### src/hw/rtl/uvs_pkg.sv
`default_nettype none
package uvs_pkg;

    // quotient bits of the phase divider: a longitude phase reaches 2^32
    localparam int QBITS = 33;
    // CORDIC datapath width, Q2.30 plus guard bits
    localparam int XW = 34;
    localparam int CORDIC_TABLE_LEN = 24;

    localparam logic signed [XW-1:0] CORDIC_GAIN = 34'sd652032874;

    // arctangent of 2^-i as a fraction of a full turn (2^32 = 360 degrees)
    localparam logic [31:0] ATAN_TURN [CORDIC_TABLE_LEN] = '{
        32'h20000000, 32'h12E4051E, 32'h09FB385B, 32'h051111D4, 32'h028B0D43,
        32'h0145D7E1, 32'h00A2F61E, 32'h00517C55, 32'h0028BE53, 32'h00145F2F,
        32'h000A2F98, 32'h000517CC, 32'h00028BE6, 32'h000145F3, 32'h0000A2FA,
        32'h0000517D, 32'h000028BE, 32'h0000145F, 32'h00000A30, 32'h00000518,
        32'h0000028C, 32'h00000146, 32'h000000A3, 32'h00000051
    };

    typedef enum logic [1:0] {
        REG_RADIUS  = 2'd0,
        REG_LAT     = 2'd1,
        REG_LON     = 2'd2,
        REG_UNUSED  = 2'd3
    } cfg_reg_t;

    // one rotation lane: vector, residual angle and the folded quadrant
    typedef struct packed {
        logic signed [XW-1:0] x;
        logic signed [XW-1:0] y;
        logic signed [XW-1:0] z;
        logic [1:0]           q;
    } cordic_lane_t;

    function automatic logic signed [15:0] sat_norm(input logic signed [63:0] v);
        logic signed [15:0] r;
        if (v > 64'sd16384) begin
            r = 16'sd16384;
        end else if (v < -64'sd16384) begin
            r = -16'sd16384;
        end else begin
            r = v[15:0];
        end
        return r;
    endfunction

    function automatic logic signed [15:0] sat_pos(input logic signed [63:0] v);
        logic signed [15:0] r;
        if (v > 64'sd32767) begin
            r = 16'sh7FFF;
        end else if (v < -64'sd32768) begin
            r = 16'sh8000;
        end else begin
            r = v[15:0];
        end
        return r;
    endfunction

endpackage
`default_nettype wire

### src/hw/rtl/uvs_div_cell.sv
`default_nettype none
module uvs_div_cell import uvs_pkg::*; #(
    parameter int GRID_BITS = 10
) (
    input  wire logic                 aclk,
    input  wire logic                 aresetn,
    input  wire logic                 en,
    input  wire logic                 valid_in,
    input  wire logic                 flag_in,
    input  wire logic [GRID_BITS-1:0] d_lat,
    input  wire logic [GRID_BITS-1:0] d_lon,
    input  wire logic [GRID_BITS-1:0] rem_lat_in,
    input  wire logic [QBITS-1:0]     word_lat_in,
    input  wire logic [GRID_BITS-1:0] rem_lon_in,
    input  wire logic [QBITS-1:0]     word_lon_in,
    output logic                      valid_out,
    output logic                      flag_out,
    output logic [GRID_BITS-1:0]      rem_lat_out,
    output logic [QBITS-1:0]          word_lat_out,
    output logic [GRID_BITS-1:0]      rem_lon_out,
    output logic [QBITS-1:0]          word_lon_out
);

    logic [GRID_BITS:0]   t_lat, t_lon, s_lat, s_lon;
    logic                 ge_lat, ge_lon;
    logic [GRID_BITS-1:0] rem_lat_next, rem_lon_next;
    logic [QBITS-1:0]     word_lat_next, word_lon_next;
    logic                 valid_reg, flag_reg;
    logic [GRID_BITS-1:0] rem_lat_reg, rem_lon_reg;
    logic [QBITS-1:0]     word_lat_reg, word_lon_reg;

    // shift in the next dividend bit, subtract the divisor where it fits
    always_comb begin
        t_lat = {rem_lat_in, word_lat_in[QBITS-1]};
        t_lon = {rem_lon_in, word_lon_in[QBITS-1]};
        ge_lat = (t_lat >= {1'b0, d_lat});
        ge_lon = (t_lon >= {1'b0, d_lon});
        s_lat = t_lat - {1'b0, d_lat};
        s_lon = t_lon - {1'b0, d_lon};
        rem_lat_next = ge_lat ? s_lat[GRID_BITS-1:0] : t_lat[GRID_BITS-1:0];
        rem_lon_next = ge_lon ? s_lon[GRID_BITS-1:0] : t_lon[GRID_BITS-1:0];
        word_lat_next = {word_lat_in[QBITS-2:0], ge_lat};
        word_lon_next = {word_lon_in[QBITS-2:0], ge_lon};
    end

    always_ff @(posedge aclk) begin
        if (!aresetn) begin
            valid_reg <= 1'b0;
        end else if (en) begin
            valid_reg <= valid_in;
        end
    end

    always_ff @(posedge aclk) begin
        if (en) begin
            flag_reg     <= flag_in;
            rem_lat_reg  <= rem_lat_next;
            rem_lon_reg  <= rem_lon_next;
            word_lat_reg <= word_lat_next;
            word_lon_reg <= word_lon_next;
        end
    end

    assign valid_out    = valid_reg;
    assign flag_out     = flag_reg;
    assign rem_lat_out  = rem_lat_reg;
    assign rem_lon_out  = rem_lon_reg;
    assign word_lat_out = word_lat_reg;
    assign word_lon_out = word_lon_reg;

endmodule
`default_nettype wire

### config.mk
export PLATFORM = sky130hd
export DESIGN_NAME = uvs_div_cell
export DESIGN_NICKNAME = d
export VERILOG_FILES = /design/src/hw/rtl/uvs_pkg.sv /design/src/hw/rtl/uvs_div_cell.sv
export SDC_FILE = /design/constraint.sdc
export NUM_CORES = 1
export LEC_CHECK = 0
export ABC_AREA = 1
export BUFFER_PORTS_ARGS = -buffer_cell sky130_fd_sc_hd__buf_2
export CAP_MARGIN = 10
export CORE_MARGIN = 4
export CORE_UTILIZATION = 40
export CTS_CLUSTER_DIAMETER = 120
export DETAILED_ROUTE_END_ITERATION = 7
export MAX_ROUTING_LAYER = met4
export PLACE_DENSITY_LB_ADDON = 0.08
export SLEW_MARGIN = 20
export SYNTH_ARGS = -nofsm -noshare
export SYNTH_HDL_FRONTEND = slang
export SYNTH_SLANG_ARGS = --single-unit
### constraint.sdc
create_clock -name aclk -period 3.15 [get_ports aclk]
set_input_delay 0.315 -clock aclk [delete_from_list [all_inputs] [get_ports aclk]]
set_output_delay 0.315 -clock aclk [all_outputs]
set_load 0.02 [all_outputs]
==> summary.md, run 1 <==
| Metric | Value |
|---|---|
| Status | completed |
| Pint | 1.94 mW |
| Clock Power Share | 25.5% |
| Ys flop type | edfxtp_1 |
| CP Class | in -> reg |
| Die Ht | 110 µm |
| Final GP Congestion | 0.806 |
| Die Width | 110 µm |
| Initial antenna violation count | 0 |
| Post-synthesis compound-gate area fraction | 2.41% |
| Post-CTS setup buffers | 0 |
| Mapped Avg Cell Area | 11.5 µm² |
| DRT Wirelength | 9970 µm |
| Sequential power share | 51.6% |
| Total number of vias | 3146 |
| Starting Density | 41.8% |
| CTS tree | built |
| Most frequent cell on the critical path | nand2_1 |
| Critical path depth | 11 |
| Worst Path Required | 3.27 ns |
| Fillers | 906 |
| Fin crit share | 52.2% |
| Bufs on Longest Clock Path | 2 |
| Top cells by area, synth | edfxtp_1 63%, nand2_1 9.5%, ha_1 6.0% |
| Crit Reg-Reg Endpoint | valid_out$_SDFFE_PN0P_ |
| Hold_ws | 0.124 ns |
| Number of synthesized flops with an enable pin | 87 |
| Simple-Gate Fraction of Synth Area | 20.0% |
| Switching fraction of total power | 30.5% |
| Multiplexer share of the synthesized area | 0% |
| DRC Markers | 0 |
| FF-to-FF setup slack | 2.48 ns |
| Hold_buf cts | 0 |
| Post-Synth Adder-Cell Area | 6.98% |
| Syn-to-layout area delta | 31.5% |
| Worst Hold Class | in -> reg |
| Number of top-level pins | 199 |
| Setup TNS | 0 ns |
| Num CTS Buffers | 9 |
| Fin crit period | 1.64 ns |
| XOR/XNOR Fraction of Synth Area | 1.26% |
| Warnings, synthesis | 0 |
| Worst skew pair latency | 0.35 ns |
| Hold Vio Cnt, Final | 0 |
| Synth Cell Area | 4160 µm² |
| Final WS setup | 1.51 ns |
| Largest family of logic cells by synthesized area | simple AND/OR/NAND/NOR gates |
| DP Worst Slack | 1.12 ns |
| Crit path max-delay cell type | ha_1 |
| RSZ-0062 raised after global routing | false |
| Area fraction of the dominant cell type after synthesis | 62.8% |
| Reg clk slew, reported paths | 0.10 ns |
| Tot GR Track Use | 16.7% |
| Vias in the first global route | 2978 |
| Full die area | 12100 µm² |
| Post-DP HPWL | 7830 µm |
| First-pass GRT wire length | 14800 µm |
| Post-CTS Resized | 0 |
| Worst-Margin Slew | 0.794 ns |
| Post-synthesis sequential area ratio | 63.3% |
| Core ar. | 9950 µm² |
| CTS root buf | clkbuf_8 |
| Drt wl/cell | 14.1 µm |
| Share of layout cells above drive strength 1 | 43.1% |
| Final nets | 703 |
| Synth Net Count | 496 |
| Worst rel slew slack | 47.1% |
| Max stage delay on crit path | 0.37 ns |
| P per Cell Area | 510 nW/µm² |
| Pre-Repair DR Iteration Count | 4 |
| Vias/cell | 4.44 |
| Peak Freq | 608 MHz |
| Pwr Total | 2.79 mW |
| Static Leak | 2.69 nW |
| Combinational share of power | 22.8% |
| Post-DRT Antenna Nets | 0 |
| Synth async-reset ratio | 0% |
| Worst Setup Start Kind | primary input |
| Cell taking the most area after synthesis | edfxtp_1 |
| Max_cap viols | 0 |
| Buf+Inv Stages, Crit Path | 3 |
| Crit path cell chain | buf_2 -> inv_1 -> ha_1 -> nand2_1 -> nor2_2 -> nand3_1 -> and2_4 -> nand2_4 -> inv_2 -> nand2_1 -> nand2_2 |
| Largest fanout on the critical path | 13 |
| Maximum VDD drop | 0.000241 V |
| # port buffers | 198 |
| H-tree levels | 3 |
| Reg2reg path depth | 2 |
| Syn Inst Count | 363 |
| Row Count | 36 |
| Worst Setup EP | rem_lat_out[9]$_DFFE_PP_ |
| Clk sinks | 88 |
| Fin. max-slew vios | 0 |
| Post-synthesis register bit count | 88 |
| Initial DRC Count | 124 |
| Finish-stage setup viols | 0 |
| Final setup skew | 0 ns |
| Worst r2r src | valid_out$_SDFFE_PN0P_ |
| CP Launch Point | d_lat[6] |
| P_sw | 0.851 mW |
| Crit path max-delay family | simple AND/OR/NAND/NOR gates |
| Largest net degree at the start of global routing | 90 |
| Endpoint type of the worst setup path | register |
| Total grt overflow | 0 |
| Critical path arrival | 1.77 ns |
| Synth cell types | 29 |
[flip-flops by register name (all words and copies together) (netlist names)]
name,count
rem_lat_out,10
rem_lon_out,10
flag_out,1
word_lon_out,33
word_lat_out,33
valid_out,1
[cells in the final DEF (no fill, tap or decap), types with 3 or more instances in the layout]
cell type and n:
clkbuf_8 9, clkinvlp_4 3, nand3_1 17, inv_1 54, nand3_2 9, nor2_1 12, o21ai_0 3, buf_2 197
nand2_1 105, nand2_2 13, edfxtp_1 87, ha_1 20, a21oi_1 9, xor2_1 6
[cell type report]
type | count | area, µm² | area share [%]
Clock inverter | 7 | 55.1 | 1.01
Timing Repair Buffer | 198 | 997 | 18.2
Inverter | 57 | 214 | 3.91
Tap cell | 133 | 166 | 3.04
Multi-Input combinational cell | 216 | 1280 | 23.3
Antenna cell | 1 | 2.50 | 0.0458
Clock buffer | 9 | 124 | 2.27
Sequential cell | 88 | 2630 | 48.1
[power groups by stage]
stage / clock network, mW / registers (mW) / logic [mW]
2_1_floorplan: 0 / 1.62 / 0.251
3_3_place_gp: 0 / 1.47 / 0.639
3_5_place_dp: 0 / 1.47 / 0.644
4_1_cts: 0.745 / 1.44 / 0.646
5_1_grt: 0.805 / 1.45 / 0.708
6_report: 0.712 / 1.44 / 0.637
[cell usage after synthesis, types with 3 or more instances]
library cell,number
nand3_2,9
xor2_1,6
nand2_2,13
edfxtp_1,87
ha_1,20
o21ai_0,3
a21oi_1,9
inv_1,54
nand3_1,17
nor2_1,12
nand2_1,105
[worst register-to-register path, delay by kind of cell (launching register included)]
| kind | cells | cell delay (ns) |
|---|---|---|
| AO/OA/AOI/OAI | 2 | 0.22 |
| flip-flops | 1 | 0.32 |
[stage by stage]
step                cells  instance area (µm²)  utilization (%)
CTS                   708                 5460             54.9
global route          708                 5470             54.9
finish                709                 5470             54.9
detailed placement    692                 5280             53.1
floorplan             363                 4160                -
global placement      692                 5280             53.1
[cells by family after synthesis]
group                    Yosys count
AO/OA/AOI/OAI                     16
XOR/XNOR                           6
adder cells (fa/ha/maj)           22
buffers and inverters             59
flip-flops                        88
AND/OR/NAND/NOR                  172
[metal layers]
metal | part of all wire, % | track usage, % | vias to the layer above
li1 | - | - | 1613
met1 | 41 | 20.2 | 1398
met2 | 45 | 25.6 | 124
met3 | 12 | 5.87 | 11
met4 | 1.7 | 6.23 | 0
met5 | 0 | - | -
[worst min path at each step]
stage / start / to / depth (start not counted) / slack, ns
2_1_floorplan: en / valid_out$_SDFFE_PN0P_ / 1 / 0.41
3_3_place_gp: word_lon_in[20] / word_lon_out[21]$_DFFE_PP_ / 1 / 0.49
3_5_place_dp: word_lat_in[7] / word_lat_out[8]$_DFFE_PP_ / 1 / 0.49
4_1_cts: word_lat_in[6] / word_lat_out[7]$_DFFE_PP_ / 1 / 0.10
5_1_grt: word_lon_in[31] / word_lon_out[32]$_DFFE_PP_ / 1 / 0.09
6_report: word_lat_in[1] / word_lat_out[2]$_DFFE_PP_ / 1 / 0.12
(Power assumes the default switching activity.)
==> inputs of run 2 (changes only) <==
clock period = 1.55 ns   (was 3.15 ns; I/O delays follow)
==> run 2 against run 1 <==
  * Clock power rose by 140%
  * Cell count increased by 17%
  * Utilization is 11 points higher
  * Clock-buffer cell count rose by 2
  * Non-clock buffer count up 118
  * Cell area up 21%
  * Register-to-register slack got worse by 1.6 ns
  * First-iteration DRC count grew 13%
  * Largest power group unchanged
==> summary.md, run 2 (synthesis gave the netlist of run 1 again) <==
| Metric | Value |
|---|---|
| Status | completed (unchanged) |
| Hold Vio Cnt, Final | 0 (unchanged) |
| # port buffers | 198 (unchanged) |
| Hold depth | 3 (was 1) |
| Crit path max-delay cell type | ha_1 (unchanged) |
| First-pass GRT wire length | 17800 µm (was 14800 µm) |
| Vias in the first global route | 3704 (was 2978) |
| CTS root buf | clkbuf_8 (unchanged) |
| Largest fanout on the critical path | 7 (was 13) |
| Critical path arrival | 1.55 ns (was 1.77 ns) |
| Final setup skew | 0 ns (unchanged) |
| Crit path cell chain | buf_2 -> inv_1 -> ha_1 -> nand2_1 -> inv_1 -> a21oi_1 -> nand2_2 -> nand2_2 -> nand2_4 -> buf_12 -> nand2_1 -> nand2_1 (was buf_2 -> inv_1 -> ha_1 -> nand2_1 -> nor2_2 -> nand3_1 -> and2_4 -> nand2_4 -> inv_2 -> nand2_1 -> nand2_2) |
| Max_cap viols | 0 (unchanged) |
| DRT Wirelength | 11800 µm (was 9970 µm) |
| Full die area | 12100 µm² (unchanged) |
| Num CTS Buffers | 9 (unchanged) |
| Worst rel slew slack | 83.4% (was 47.1%) |
| DP Worst Slack | -0.222 ns (was 1.12 ns) |
| Max stage delay on crit path | 0.34 ns (was 0.37 ns) |
| Share of layout cells above drive strength 1 | 43.3% (was 43.1%) |
| Commonest non-fill, non-tap cell in the layout | buf_2 (unchanged) |
| Fin crit share | 92.2% |
| Vias/cell | 4.42 (was 4.44) |
| CP Class | in -> reg (unchanged) |
| RSZ-0062 raised after global routing | false (unchanged) |
| Total number of vias | 3653 (was 3146) |
| Switching fraction of total power | 28.1% (was 30.5%) |
| Fin. max-slew vios | 0 (unchanged) |
| Hold_ws | 0.0396 ns (was 0.124 ns) |
| Post-DP HPWL | 8760 µm (was 7830 µm) |
| Finish-stage setup viols | 0 (unchanged) |
| Fillers | 775 (was 906) |
| Die Width | 110 µm (unchanged) |
| Largest net degree at the start of global routing | 43 (was 90) |
| Worst Hold Class | in -> reg (unchanged) |
| Ant diodes | 0 (was 1) |
| Worst skew pair latency | 0.34 ns (was 0.35 ns) |
| Final GP Congestion | 0.825 (was 0.806) |
| Most frequent cell on the critical path | nand2_1 (unchanged) |
| Clock Power Share | 27.1% (was 25.5%) |
| H-tree levels | 3 (unchanged) |
| Worst Path Required | 1.67 ns (was 3.27 ns) |
| Bufs on Longest Clock Path | 2 (unchanged) |
| Fin crit period | 1.43 ns |
| Post-CTS setup buffers | 0 (unchanged) |
| P per Cell Area | 950 nW/µm² (was 510 nW/µm²) |
| Number of cells after detailed placement | 745 (was 692) |
| Syn-to-layout area delta | 59.0% (was 31.5%) |
| Initial antenna violation count | 0 (unchanged) |
| CTS tree | built (unchanged) |
| Total grt overflow | 0 (unchanged) |
| Worst Setup Start Kind | primary input (unchanged) |
| Initial DRC Count | 140 (was 124) |
| Reg clk slew, reported paths | 0.10 ns (about the same) |
| Clk sinks | 88 (unchanged) |
| Non-Filler Instances | 826 (was 709) |
| Final nets | 821 (was 703) |
| Pint | 4.52 mW (was 1.94 mW) |
| Starting Density | 41.8% (unchanged) |
| Final core utilization | 66.4% (was 54.9%) |
| Pre-Repair DR Iteration Count | 4 (unchanged) |
| Endpoint type of the worst setup path | register (unchanged) |
| Tot GR Track Use | 19.9% (was 16.7%) |
| P_sw | 1.76 mW (was 0.851 mW) |
| Post-DRT Antenna Nets | 0 (unchanged) |
| Final WS setup | 0.121 ns (was 1.51 ns) |
| Static Leak | 3.26 nW (was 2.69 nW) |
| Sequential power share | 46.8% (was 51.6%) |
| Drt wl/cell | 14.3 µm (was 14.1 µm) |
| DRC Markers | 0 (unchanged) |
| Most frequent cells in the layout | 197 x buf_2, 105 x nand2_1, 87 x edfxtp_1, 65 x dlygate4sd3_1, 54 x inv_1 (was 197 x buf_2, 105 x nand2_1, 87 x edfxtp_1, 54 x inv_1, 20 x ha_1) |
| Number of top-level pins | 199 (unchanged) |
| Peak Freq | 700 MHz |
| Row Count | 36 (unchanged) |
| Reg2reg path depth | 2 (unchanged) |
| Combinational share of power | 26.1% (was 22.8%) |
| Worst-Margin Slew | 0.247 ns (was 0.794 ns) |
| Maximum VDD drop | 0.000426 V (was 0.000241 V) |
| Die Ht | 110 µm (unchanged) |
| Core ar. | 9950 µm² (unchanged) |
==> run 2: worst paths after layout <==
kind / to / start / slack, ns
setup / recovery: rem_lon_out[4]$_DFFE_PP_ / d_lon[6] / 0.12
setup reg to reg: valid_out$_SDFFE_PN0P_ / valid_out$_SDFFE_PN0P_ / 0.91
hold reg to reg: valid_out$_SDFFE_PN0P_ / valid_out$_SDFFE_PN0P_ / 0.56
hold / removal: valid_out$_SDFFE_PN0P_ / valid_in / 0.04
==> run 2: per-stage QoR <==
step                      total power [mW]  area [µm²]  TNS (ns)
final                                 6.28        6610         0
after global routing                  6.62        6610         0
after CTS                             6.34        6610         0
after detailed placement              4.50        5740     -3.90
after global placement                4.47        5740     -3.62
after floorplan                       3.80        4160         0
==> run 2: layout make-up <==
cell class	count	area (µm²)	area share [%]
multi-input combinational	216	1280	19.3
clock inverter	5	81.3	1.23
sequential	88	2630	39.8
tap	133	166	2.52
timing repair buffer	316	2100	31.8
clock buffer	11	131	1.99
inverter	57	214	3.24
==> run 2: power by group through the flow <==
stage               clock network, mW  registers, mW  logic (mW)
global placement                    0           2.98        1.49
CTS                              1.76           2.94        1.65
global route                     1.87           2.95        1.80
finish                           1.70           2.94        1.64
floorplan                           0           3.29       0.509
detailed placement                  0           2.99        1.51
==> run 2: per-layer routing <==
layer / vias up / global-route usage [%] / share of wire [%]
li1: 1850 / - / -
met1: 1658 / 22.7 / 41
met2: 131 / 34.9 / 50
met4: 0 / 5.25 / 1.3
met5: - / - / 0
met3: 14 / 4.76 / 8.5
==> run 2: critical path: cells and delay by family <==
family | cells | cell delay, ns
and+or+nand+nor | 6 | 0.54
adders and majority gates | 1 | 0.34
buffers and inverters | 4 | 0.30
AOI/OAI and AO/OA | 1 | 0.22
==> run 2: repair_timing <==
item	4_1_cts	5_1_grt
hold buffers	65	0
resized for setup	0	1
endpoints found under the setup margin	0	5
endpoints found under the hold margin	65	0
